**src/hw/rtl/tlpt_pkg.sv**
```systemverilog
// shared types and constants of the two-level page table updater
// no dependencies; used by the controller, datapath and top level
`default_nettype none

package tlpt_pkg;

  localparam int DIR_ENTRIES = 1024;

  localparam logic [1:0] CMD_MAP     = 2'd0;
  localparam logic [1:0] CMD_UNMAP   = 2'd1;
  localparam logic [1:0] CMD_SETPERM = 2'd2;
  localparam logic [1:0] CMD_INVAL   = 2'd3;

  localparam logic [1:0] STAT_OK          = 2'd0;
  localparam logic [1:0] STAT_NOT_PRESENT = 2'd1;
  localparam logic [1:0] STAT_POOL_FULL   = 2'd2;
  localparam logic [1:0] STAT_RANGE       = 2'd3;

  localparam logic [11:0] PDE_NEW_FLAGS = 12'h007;

  typedef enum logic [3:0] {
    ST_CLEAR, ST_IDLE, ST_SETUP, ST_RANGE, ST_DIR_RD, ST_DIR_CHK, ST_SCAN_RD,
    ST_SCAN_CHK, ST_ENT_RD, ST_ENT_WR, ST_DIR_END, ST_NEXT, ST_DONE
  } state_t;

  typedef enum logic [3:0] {
    OP_NONE, OP_CLEAR, OP_LOAD, OP_TOTAL, OP_RANGE, OP_DIR_RD, OP_DIR_CHK,
    OP_SCAN_RD, OP_SCAN_CHK, OP_ENT_RD, OP_ENT_WR, OP_DIR_END, OP_NEXT, OP_EMIT
  } op_t;

  typedef struct packed {
    logic clr_last;
    logic len_zero;
    logic range_bad;
    logic need_alloc;
    logic resolved;
    logic absent_fail;
    logic slot_free;
    logic scan_last;
    logic first_bad;
    logic ent_last;
    logic dir_last;
    logic out_free;
  } dp_status_t;

endpackage

`default_nettype wire

```
**src/hw/rtl/tlpt_ctl.sv**
```systemverilog
// sequencing state machine of the page table updater
// depends on tlpt_pkg; drives datapath ops from datapath status
`default_nettype none

module tlpt_ctl (
  input  wire logic                clk,
  input  wire logic                rst,
  input  wire logic                in_valid,
  output logic                     in_ready,
  input  wire tlpt_pkg::dp_status_t st,
  output tlpt_pkg::op_t            op
);

  tlpt_pkg::state_t state, state_next;

  always_ff @(posedge clk) begin
    if (rst) begin
      state <= tlpt_pkg::ST_CLEAR;
    end else begin
      state <= state_next;
    end
  end

  always_comb begin
    state_next = state;
    case (state)
      tlpt_pkg::ST_CLEAR:    if (st.clr_last) state_next = tlpt_pkg::ST_IDLE;
      tlpt_pkg::ST_IDLE:     if (in_valid) state_next = tlpt_pkg::ST_SETUP;
      tlpt_pkg::ST_SETUP: begin
        state_next = st.len_zero ? tlpt_pkg::ST_DONE : tlpt_pkg::ST_RANGE;
      end
      tlpt_pkg::ST_RANGE: begin
        state_next = st.range_bad ? tlpt_pkg::ST_DONE : tlpt_pkg::ST_DIR_RD;
      end
      tlpt_pkg::ST_DIR_RD:   state_next = tlpt_pkg::ST_DIR_CHK;
      tlpt_pkg::ST_DIR_CHK: begin
        if (st.need_alloc) begin
          state_next = tlpt_pkg::ST_SCAN_RD;
        end else if (!st.resolved) begin
          state_next = st.absent_fail ? tlpt_pkg::ST_DONE : tlpt_pkg::ST_NEXT;
        end else begin
          state_next = tlpt_pkg::ST_ENT_RD;
        end
      end
      tlpt_pkg::ST_SCAN_RD:  state_next = tlpt_pkg::ST_SCAN_CHK;
      tlpt_pkg::ST_SCAN_CHK: begin
        if (st.slot_free) begin
          state_next = tlpt_pkg::ST_ENT_RD;
        end else if (st.scan_last) begin
          state_next = tlpt_pkg::ST_DONE;
        end else begin
          state_next = tlpt_pkg::ST_SCAN_RD;
        end
      end
      tlpt_pkg::ST_ENT_RD:   state_next = tlpt_pkg::ST_ENT_WR;
      tlpt_pkg::ST_ENT_WR: begin
        if (st.first_bad) begin
          state_next = tlpt_pkg::ST_DONE;
        end else if (st.ent_last) begin
          state_next = tlpt_pkg::ST_DIR_END;
        end else begin
          state_next = tlpt_pkg::ST_ENT_RD;
        end
      end
      tlpt_pkg::ST_DIR_END:  state_next = tlpt_pkg::ST_NEXT;
      tlpt_pkg::ST_NEXT: begin
        state_next = st.dir_last ? tlpt_pkg::ST_DONE : tlpt_pkg::ST_DIR_RD;
      end
      tlpt_pkg::ST_DONE:     if (st.out_free) state_next = tlpt_pkg::ST_IDLE;
      default:               state_next = tlpt_pkg::ST_CLEAR;
    endcase
  end

  always_comb begin
    in_ready = 1'b0;
    op       = tlpt_pkg::OP_NONE;
    case (state)
      tlpt_pkg::ST_CLEAR:    op = tlpt_pkg::OP_CLEAR;
      tlpt_pkg::ST_IDLE: begin
        in_ready = 1'b1;
        if (in_valid) op = tlpt_pkg::OP_LOAD;
      end
      tlpt_pkg::ST_SETUP:    op = tlpt_pkg::OP_TOTAL;
      tlpt_pkg::ST_RANGE:    op = tlpt_pkg::OP_RANGE;
      tlpt_pkg::ST_DIR_RD:   op = tlpt_pkg::OP_DIR_RD;
      tlpt_pkg::ST_DIR_CHK:  op = tlpt_pkg::OP_DIR_CHK;
      tlpt_pkg::ST_SCAN_RD:  op = tlpt_pkg::OP_SCAN_RD;
      tlpt_pkg::ST_SCAN_CHK: op = tlpt_pkg::OP_SCAN_CHK;
      tlpt_pkg::ST_ENT_RD:   op = tlpt_pkg::OP_ENT_RD;
      tlpt_pkg::ST_ENT_WR:   op = tlpt_pkg::OP_ENT_WR;
      tlpt_pkg::ST_DIR_END:  op = tlpt_pkg::OP_DIR_END;
      tlpt_pkg::ST_NEXT:     op = tlpt_pkg::OP_NEXT;
      tlpt_pkg::ST_DONE:     if (st.out_free) op = tlpt_pkg::OP_EMIT;
      default:               op = tlpt_pkg::OP_NONE;
    endcase
  end

endmodule

`default_nettype wire

```
**config.mk**
```make
export PLATFORM = sky130hd
export DESIGN_NAME = tlpt_ctl
export DESIGN_NICKNAME = d
export VERILOG_FILES = /design/src/hw/rtl/tlpt_pkg.sv /design/src/hw/rtl/tlpt_ctl.sv
export SDC_FILE = /design/constraint.sdc
export NUM_CORES = 1
export LEC_CHECK = 0
export ABC_AREA = 1
export BUFFER_PORTS_ARGS = -buffer_cell sky130_fd_sc_hd__buf_2
export CAP_MARGIN = 30
export CORE_MARGIN = 2
export CORE_UTILIZATION = 30
export DETAILED_ROUTE_END_ITERATION = 10
export GPL_ROUTABILITY_DRIVEN = 0
export HOLD_SLACK_MARGIN = 0.12
export PLACE_DENSITY_LB_ADDON = 0.2
export SYNTH_ARGS = -nofsm -noshare
export SYNTH_HDL_FRONTEND = slang
export SYNTH_SLANG_ARGS = --single-unit
```
**constraint.sdc**
```tcl
create_clock -name clk -period 1.39 [get_ports clk]
set_clock_uncertainty 0.2 [all_clocks]
set_input_delay 0.139 -clock clk [delete_from_list [all_inputs] [get_ports clk]]
set_output_delay 0.139 -clock clk [all_outputs]
set_load 0.05 [all_outputs]
```
==> impl_metrics.py, run 1 <==
metrics = {
    "outcome": {
        "status": "finished with violations",
        "violations": "negative setup slack",
    },
    "job": {
        "maxCapViolCount": 0,
    },
    "worst_hold_path": {
        "hold_class": "input pin to register",
        "hold_depth": 5,
    },
    "cells_and_area": {
        "area_growth_pct": 110,
        "top_register": "state",
        "reg.largest.list": "state: 4 flops",
        "num-nets-final": 154,
        "n_antenna_cell": 0,
        "mostFrequentLayoutCells": "nand2_1, buf_4, buf_2, inv_1, nand2_2",
        "largest_reg_flops": 4,
        "final_common_cell": "nand2_1",
        "drive_gt1_share_pct": 58.7,
        "stdcell_count": 154,
    },
    "sta": {
        "worst_pin_slew_ns": 0.203,
        "setup_tns_ns": -1.02,
        "period_needed_ns": 1.60,
        "hold_violations": 0,
        "fin_ws_ns": -0.209,
        "fin_crit_sh_pct": 115,
        "drv_slew": 0,
        "rsz0062_at_grt": "yes",
        "timing.slew.headroom_pct": 86.4,
        "setup_viol": 8,
        "max_freq_ghz": 0.625,
    },
    "grt": {
        "first_global_vias": 700,
        "antenna_found_initial": 0,
        "grt.total_usage_pct": 19.6,
        "grt_pass1_wl_mm": 2.82,
        "grt_start_max_net_pins": 7,
        "grt_remaining_overflow": 0,
    },
    "setup_path": {
        "cp.depth": 6,
        "critPathMaxStageDelay_ns": 0.39,
        "critPathMaxFanout": 6,
        "startpoint_type": "register",
        "worstSetupPathType": "register to primary output",
        "crit_arrival_ns": 1.26,
        "critPathSlowestCell": "dfxtp_4",
        "crit_buf_inv": 2,
        "endpoint_kind": "primary output",
        "path_delay_family": "flip-flops",
        "worstPathRequired_ns": 1.05,
        "ff2ff_path_depth": 10,
        "crit_chain": "inv_4 > nand2_4 > nor2_4 > nand2_2 > nand3b_1 > buf_6",
    },
    "clock_tree": {
        "clk_pin_slew_ns": 0.05,
        "ctsRootBufferMaster": "clkbuf_4",
        "numCtsBuffers": 3,
        "htree_levels": 1,
        "clockBufferDepth": 2,
        "insertion_delay_ns": 0.25,
        "cts_num_sinks": 4,
        "cts_tree": "built",
    },
    "floorplanning": {
        "num_io_pins": 20,
        "start_util_pct": 32.1,
        "die_h_um": 44.1,
        "rows": 14,
        "fp.coreArea_um2": 1510,
        "die_x_um": 44.1,
        "die-area_um2": 1950,
    },
    "placed_design": {
        "place_ws_ns": -0.0195,
        "placedCellCount": 137,
        "port_buffers": 19,
        "hpwl_mm": 1.17,
    },
    "detailed_routing": {
        "first_pass_iters": 4,
        "drtIter0Drc": 13,
        "wire_per_inst_um": 11.3,
        "vias_per_cell": 4.68,
        "drc": 0,
        "antenna_left": 0,
        "vias": 720,
        "routed_wl_mm": 1.74,
    },
    "synthesis": {
        "synth_seq_cells": 4,
        "ys_seq_area_share_pct": 16.6,
        "yosys_warnings": 0,
        "synth_nets": 108,
        "synth_cell_types": 16,
        "syn_area_per_cell_um2": 5.19,
        "netlist_instances": 93,
        "syn_area_um2": 483,
    },
    "pwr": {
        "peakVddDrop_mv": 1.26,
        "p_per_area_nw_per_um2": 1920,
        "cellLeakagePower_nw": 0.545,
    },
}
-- cell type report --
cell class | count | area (um2)
clock buffers | 4 | 26.3
well taps | 16 | 20.0
flip-flops and latches | 4 | 95.1
inverters | 18 | 86.3
multi-input cells | 71 | 467
repair buffers | 41 | 320
fillers | 123 | 492
-- cell usage after synthesis --
master | n | area share, %
a21oi_1 | 3 | 3.1
a21oi_2 | 1 | 1.8
dfxtp_1 | 4 | 17
inv_1 | 16 | 12
inv_2 | 2 | 1.6
nand2_1 | 30 | 23
nand2_2 | 4 | 5.2
nand3_1 | 7 | 7.3
nand3b_1 | 1 | 1.6
nand4_1 | 3 | 3.9
nor2_1 | 10 | 7.8
nor2_2 | 6 | 7.8
nor2_4 | 1 | 2.3
nor3_1 | 1 | 1.0
o21ai_0 | 3 | 3.1
o22ai_1 | 1 | 1.3
-- cell families (layout without fill, tap and decap cells) --
kind of cell / Yosys count / after routing / synth area share, %
flops: 4 / 4 / 16.6
buf+inv: 18 / 63 / 14.0
simple gates: 63 / 63 / 60.1
compound gates: 8 / 8 / 9.33
-- worst min-delay path: stages --
cell	delay [ns]
buf_2	0.08
o21ai_1	0.06
nand2_1	0.07
nor2_2	0.05
a21oi_1	0.11
-- power breakdown --
part / internal, mW / switching [mW]
clock: 0.108 / 0.0576
sequential: 0.179 / 0.116
combinational: 0.661 / 0.821
-- stage by stage --
stage          hold slack (ns)  total power [mW]  utilization [%]  cell area (um2)
6_report                 0.113              1.94             67.4             1010
3_3_place_gp             0.152              1.30             49.0              738
5_1_grt                  0.168              2.06             67.4             1010
3_5_place_dp             0.154              1.31             49.0              738
2_1_floorplan         -0.00773              1.02                -              556
4_1_cts                  0.125              1.75             60.2              907
-- final timing paths --
path,startpoint,end,slack (ns)
worst max-delay path,state[0],op[2],-0.21
worst min-delay path,st[1],state[3],0.11
worst max register to register,state[2],state[1],-0.07
worst min register to register,state[1],state[3],0.58
-- what timing repair did --
action	CTS	global route
resized for setup	20	23
setup buffers	5	6
endpoints found under the hold margin	4	0
setup endpoints to repair	6	9
pin swaps	7	16
hold buffers	4	0
-- per-layer routing --
metal	global-route usage (%)	part of all wire [%]	up-vias
li1	-	-	378
met3	2.86	4.1	2
met1	24.4	44	323
met5	0	0	-
met4	7.27	0.81	0
met2	33.8	51	17
(Power assumes the default switching activity.)
==> inputs of run 2 (changes only) <==
Settings changed: CTS_BUF_LIST set to sky130_fd_sc_hd__clkbuf_16.
==> run 2 against run 1 <==
The run still ends with negative setup slack left. Flip-flop and latch count unchanged. Core utilization up 2.5 points. Largest power group unchanged. Routed wire length down 1.6%. Via count down 0.14%. Fmax up 1.4%. Sequential share of layout area down 0.33 points.
==> impl_metrics.py, run 2 (synthesis results as in run 1) <==
metrics = {
    "sta": {
        "rsz0062_at_grt": "yes",
        "drv_slew": 0,
        "worst_pin_slew_ns": 0.204,
        "hold_violations": 0,
        "timing.slew.headroom_pct": 86.3,
        "fin_crit_sh_pct": 113,
        "setup_viol": 8,
        "max_freq_ghz": 0.634,
        "fin_ws_ns": -0.187,
        "period_needed_ns": 1.58,
    },
    "clock_tree": {
        "htree_levels": 1,
        "cts_num_sinks": 4,
        "numCtsBuffers": 3,
        "clockBufferDepth": 2,
        "clk_pin_slew_ns": 0.03,
        "insertion_delay_ns": 0.23,
        "ctsRootBufferMaster": "clkbuf_16",
        "cts_tree": "built",
    },
    "cells_and_area": {
        "stdcell_count": 150,
        "final_common_cell": "nand2_1",
        "design_area_um2": 1050,
        "num-nets-final": 150,
        "fill_cells": 118,
        "area_growth_pct": 118,
        "reg.largest.list": "state: 4 flops",
        "largest_reg_flops": 4,
        "n_antenna_cell": 0,
        "mostFrequentLayoutCells": "nand2_1, buf_2, inv_1, buf_4, nand2_2",
        "final_util_pct": 69.9,
        "top_register": "state",
        "drive_gt1_share_pct": 56.7,
    },
    "outcome": {
        "status": "finished with violations",
        "violations": "negative setup slack",
    },
    "setup_path": {
        "crit_buf_inv": 1,
        "endpoint_kind": "primary output",
        "critPathSlowestCell": "dfxtp_4",
        "critPathMaxStageDelay_ns": 0.42,
        "worstPathRequired_ns": 1.05,
        "critPathMaxFanout": 5,
        "crit_chain": "nand2_2 > nor2_4 > nand2_2 > nand3b_1 > buf_6",
        "startpoint_type": "register",
        "crit_arrival_ns": 1.24,
        "worstSetupPathType": "register to primary output",
        "r2r_slack_ns": -0.02,
        "cp_common_cell": "nand2_2",
        "path_delay_family": "simple AND/OR/NAND/NOR gates",
    },
    "pwr": {
        "p_int_mw": 1.21,
        "peakVddDrop_mv": 1.51,
        "p_per_area_nw_per_um2": 2130,
        "p_sw_mw": 1.04,
        "pwr-share-clk_pct": 20.6,
        "cellLeakagePower_nw": 0.558,
        "p_comb_share_pct": 65.6,
        "seqPwrFrac_pct": 13.9,
        "swShare_pct": 46.1,
    },
    "floorplanning": {
        "die-area_um2": 1950,
        "fp.coreArea_um2": 1510,
        "die_x_um": 44.1,
        "num_io_pins": 20,
        "rows": 14,
        "die_h_um": 44.1,
        "start_util_pct": 32.1,
    },
    "detailed_routing": {
        "drtIter0Drc": 23,
        "vias_per_cell": 4.79,
        "antenna_left": 0,
        "wire_per_inst_um": 11.4,
        "first_pass_iters": 4,
        "vias": 719,
        "drc": 0,
        "routed_wl_mm": 1.71,
    },
    "placed_design": {
        "port_buffers": 19,
        "hpwl_mm": 1.17,
        "place_ws_ns": -0.0195,
        "placedCellCount": 137,
        "dpl-instance-area_um2": 738,
    },
    "grt": {
        "grt_busiest_layer": "met2",
        "grtUsageMet2_pct": 30.3,
        "antenna_found_initial": 0,
        "first_global_vias": 662,
        "grt_start_max_net_pins": 7,
        "grt_remaining_overflow": 0,
        "grt_use_met1_pct": 23.7,
        "grt.total_usage_pct": 19.3,
        "grt_pass1_wl_mm": 2.68,
        "grt_util_met3_pct": 4.08,
    },
    "worst_hold_path": {
        "hold_class": "input pin to register",
    },
    "job": {
        "maxCapViolCount": 0,
    },
}
run 2: final cells by class:
cell class / instances / area (um2) / share of cell area [%]
Multi-Input combinational cell: 71 / 470 / 44.7
Sequential cell: 4 / 95.1 / 9.04
Tap cell: 16 / 20.0 / 1.90
Clock inverter: 1 / 3.75 / 0.357
Inverter: 18 / 88.8 / 8.44
Clock buffer: 3 / 75.1 / 7.13
Timing Repair Buffer: 37 / 299 / 28.4
run 2: power by group through the flow:
stage	sequential (mW)	clock [mW]	combinational (mW)
finish	0.312	0.462	1.47
global route	0.321	0.482	1.58
global placement	0.259	0	1.04
floorplan	0.250	0	0.774
CTS	0.259	0.474	1.23
detailed placement	0.260	0	1.05
run 2: tightest hold or removal path: cells and delay by family:
family                 cells  cell delay, ns
and+or+nand+nor            2            0.11
buffers and inverters      1            0.08
AOI/OAI and AO/OA          2            0.19
run 2: worst paths after layout:
kind | start | endpoint | cells after the start
worst min-delay path | st[1] | state[3] | 5
worst max register to register | state[0] | state[3] | 6
worst max-delay path | state[2] | op[2] | 5
worst min register to register | state[0] | state[0] | 5
run 2: stage by stage:
step                total power, mW  hold slack, ns  TNS [ns]
detailed placement             1.31           0.154   -0.0383
global placement               1.30           0.152   -0.0262
CTS                            1.96           0.127    -0.691
global route                   2.38           0.171     -1.54
floorplan                      1.02        -0.00773    -0.102
finish                         2.25           0.135    -0.836
run 2: per-layer routing:
| layer | up-vias | wire [um] |
|---|---|---|
| met1 | 315 | 722 |
| met3 | 7 | 94 |
| li1 | 374 | - |
| met5 | - | 0 |
| met2 | 23 | 843 |
| met4 | 0 | 47 |
run 2: timing repair:
action                                 in CTS  in global routing
pin swaps                                   5                  9
resized for setup                          17                 28
endpoints found under the hold margin       4                  0
setup buffers                               2                  5
setup endpoints to repair                   5                  9
gates cloned                                0                  0
hold buffers                                3                  0
==> inputs of run 3 (changes only) <==
Settings changed: PLACE_DENSITY set to 0.56, PLACE_DENSITY_LB_ADDON 0.2 to not set.
==> run 3 against run 2 <==
The run still ends with negative setup slack left. Die area unchanged. Setup slack worse by 0.0011 ns. Routed wire length down 2.1%. Count of clock-buffer cells in the layout unchanged. Power down 7.9%. Critical path type unchanged. Highest routed layer unchanged.
==> impl_metrics.py, run 3 (synthesis results as in run 1) <==
metrics = {
    "setup_path": {
        "cp_common_cell": "inv_4",
        "cp.depth": 6,
        "worstPathRequired_ns": 1.05,
        "regToRegStartpoint": "state[3]",
        "r2r_slack_ns": -0.05,
        "critPathMaxFanout": 5,
        "crit_chain": "inv_4 > nand2_8 > inv_4 > a21oi_4 > nand3b_1 > buf_6",
        "cp-startpoint": "state[3]",
        "path_delay_family": "flip-flops",
        "crit_buf_inv": 3,
        "startpoint_type": "register",
        "critPathMaxStageDelay_ns": 0.38,
        "crit_arrival_ns": 1.24,
        "endpoint_kind": "primary output",
        "r2r_end": "state[2]",
        "crit_path_end": "op[2]",
        "critPathSlowestCell": "dfxtp_4",
        "worstSetupPathType": "register to primary output",
        "ff2ff_path_depth": 10,
    },
    "cells_and_area": {
        "final_common_cell": "nand2_1",
        "fill_cells": 126,
        "mostFrequentLayoutCells": "nand2_1, buf_2, buf_4, inv_1, nor2_1",
        "seq_area_um2": 95.1,
        "drive_gt1_share_pct": 51.5,
        "n_antenna_cell": 0,
        "multiInputGateArea_um2": 432,
        "largest_reg_flops": 4,
        "top_register": "state",
        "num-nets-final": 152,
        "stdcell_count": 152,
        "reg.largest.list": "state: 4 flops",
        "area_growth_pct": 107,
    },
    "job": {
        "maxCapViolCount": 0,
    },
    "clock_tree": {
        "numCtsBuffers": 3,
        "htree_levels": 1,
        "clockBufferDepth": 2,
        "insertion_delay_ns": 0.23,
        "cts_tree": "built",
        "clk_pin_slew_ns": 0.03,
        "cts_num_sinks": 4,
        "ctsRootBufferMaster": "clkbuf_16",
    },
    "pwr": {
        "p_sw_mw": 0.953,
        "p_comb_share_pct": 64.2,
        "seqPwrFrac_pct": 13.6,
        "pwr-share-clk_pct": 22.3,
        "p_int_mw": 1.12,
        "cellLeakagePower_nw": 0.545,
        "p_total_mw": 2.07,
        "p_per_area_nw_per_um2": 2070,
        "peakVddDrop_mv": 1.87,
        "swShare_pct": 46.1,
    },
    "detailed_routing": {
        "drc": 0,
        "routed_wl_mm": 1.67,
        "wire_per_inst_um": 11.0,
        "vias": 697,
        "antenna_left": 0,
        "drtIter0Drc": 7,
        "first_pass_iters": 3,
        "vias_per_cell": 4.59,
    },
    "worst_hold_path": {
        "hold_depth": 7,
        "hold_class": "input pin to register",
    },
    "placed_design": {
        "port_buffers": 19,
        "placedCellCount": 136,
        "hpwl_mm": 1.18,
    },
    "sta": {
        "period_needed_ns": 1.58,
        "fin_ws_ns": -0.188,
        "hold_violations": 0,
        "worst_pin_slew_ns": 0.215,
        "rsz0062_at_grt": "yes",
        "timing.slew.headroom_pct": 85.6,
        "fin_crit_sh_pct": 114,
        "max_freq_ghz": 0.634,
        "fin_hold_ws_ns": 0.125,
        "setup_viol": 7,
        "drv_slew": 0,
        "setup_tns_ns": -0.805,
    },
    "outcome": {
        "status": "finished with violations",
        "violations": "negative setup slack",
    },
    "floorplanning": {
        "die_x_um": 44.1,
        "num_io_pins": 20,
        "start_util_pct": 32.1,
        "rows": 14,
        "fp.coreArea_um2": 1510,
        "die-area_um2": 1950,
        "die_h_um": 44.1,
    },
    "grt": {
        "first_global_vias": 639,
        "grt_pass1_wl_mm": 2.61,
        "grt_start_max_net_pins": 7,
        "grt_remaining_overflow": 0,
        "grt.total_usage_pct": 18.5,
        "antenna_found_initial": 0,
    },
}
run 3: routing by layer:
| layer | up-vias | share of wire, % | global-route usage, % |
|---|---|---|---|
| met5 | - | 0 | 0 |
| li1 | 377 | - | - |
| met1 | 304 | 45 | 21.6 |
| met4 | 0 | 2.4 | 10.9 |
| met3 | 4 | 3.4 | 2.86 |
| met2 | 12 | 49 | 31.8 |
run 3: worst min-delay path: stages:
cell and delay [ns]:
buf_2 0.09, nand2_1 0.06, nand2_1 0.06, nor2_1 0.04, nand3_2 0.05, nand2_1 0.04
inv_1 0.04
run 3: power by group through the flow:
stage                     clock (mW)  combinational, mW  sequential, mW
final                          0.461               1.33           0.280
after global routing           0.479               1.43           0.287
after CTS                      0.468               1.23           0.271
after detailed placement           0               1.03           0.267
after global placement             0               1.03           0.263
after floorplan                    0              0.774           0.250
run 3: repair_timing:
action                                  CTS  global route
pin swaps                                 4             4
gates resized for setup                  14            13
hold buffers                              5             0
endpoints found under the hold margin     4             0
endpoints found under the setup margin    8             9
setup buffers                             4             3
run 3: worst min path at each step:
stage / start / to / slack (ns)
after floorplan: rst / state[0] / -0.008
after global placement: rst / state[0] / 0.15
after detailed placement: rst / state[0] / 0.15
after CTS: st[3] / state[2] / 0.14
after global routing: st[3] / state[2] / 0.16
final: st[3] / state[2] / 0.12
run 3: through the flow:
step / area [um2] / worst slack, ns / utilization, %
6_report: 1000 / -0.188 / 66.4
5_1_grt: 1000 / -0.234 / 66.4
4_1_cts: 938 / -0.195 / 62.3
3_5_place_dp: 731 / -0.0571 / 48.5
3_3_place_gp: 731 / -0.0564 / 48.5
2_1_floorplan: 556 / -0.0565 / -
run 3: cell type report:
class / instances / share of cell area (%)
clock buffer: 3 / 7.51
clock inverter: 1 / 0.375
inverter: 18 / 8.14
multi-input combinational: 71 / 43.2
sequential: 4 / 9.51
tap: 16 / 2.00
timing repair buffer: 39 / 29.3
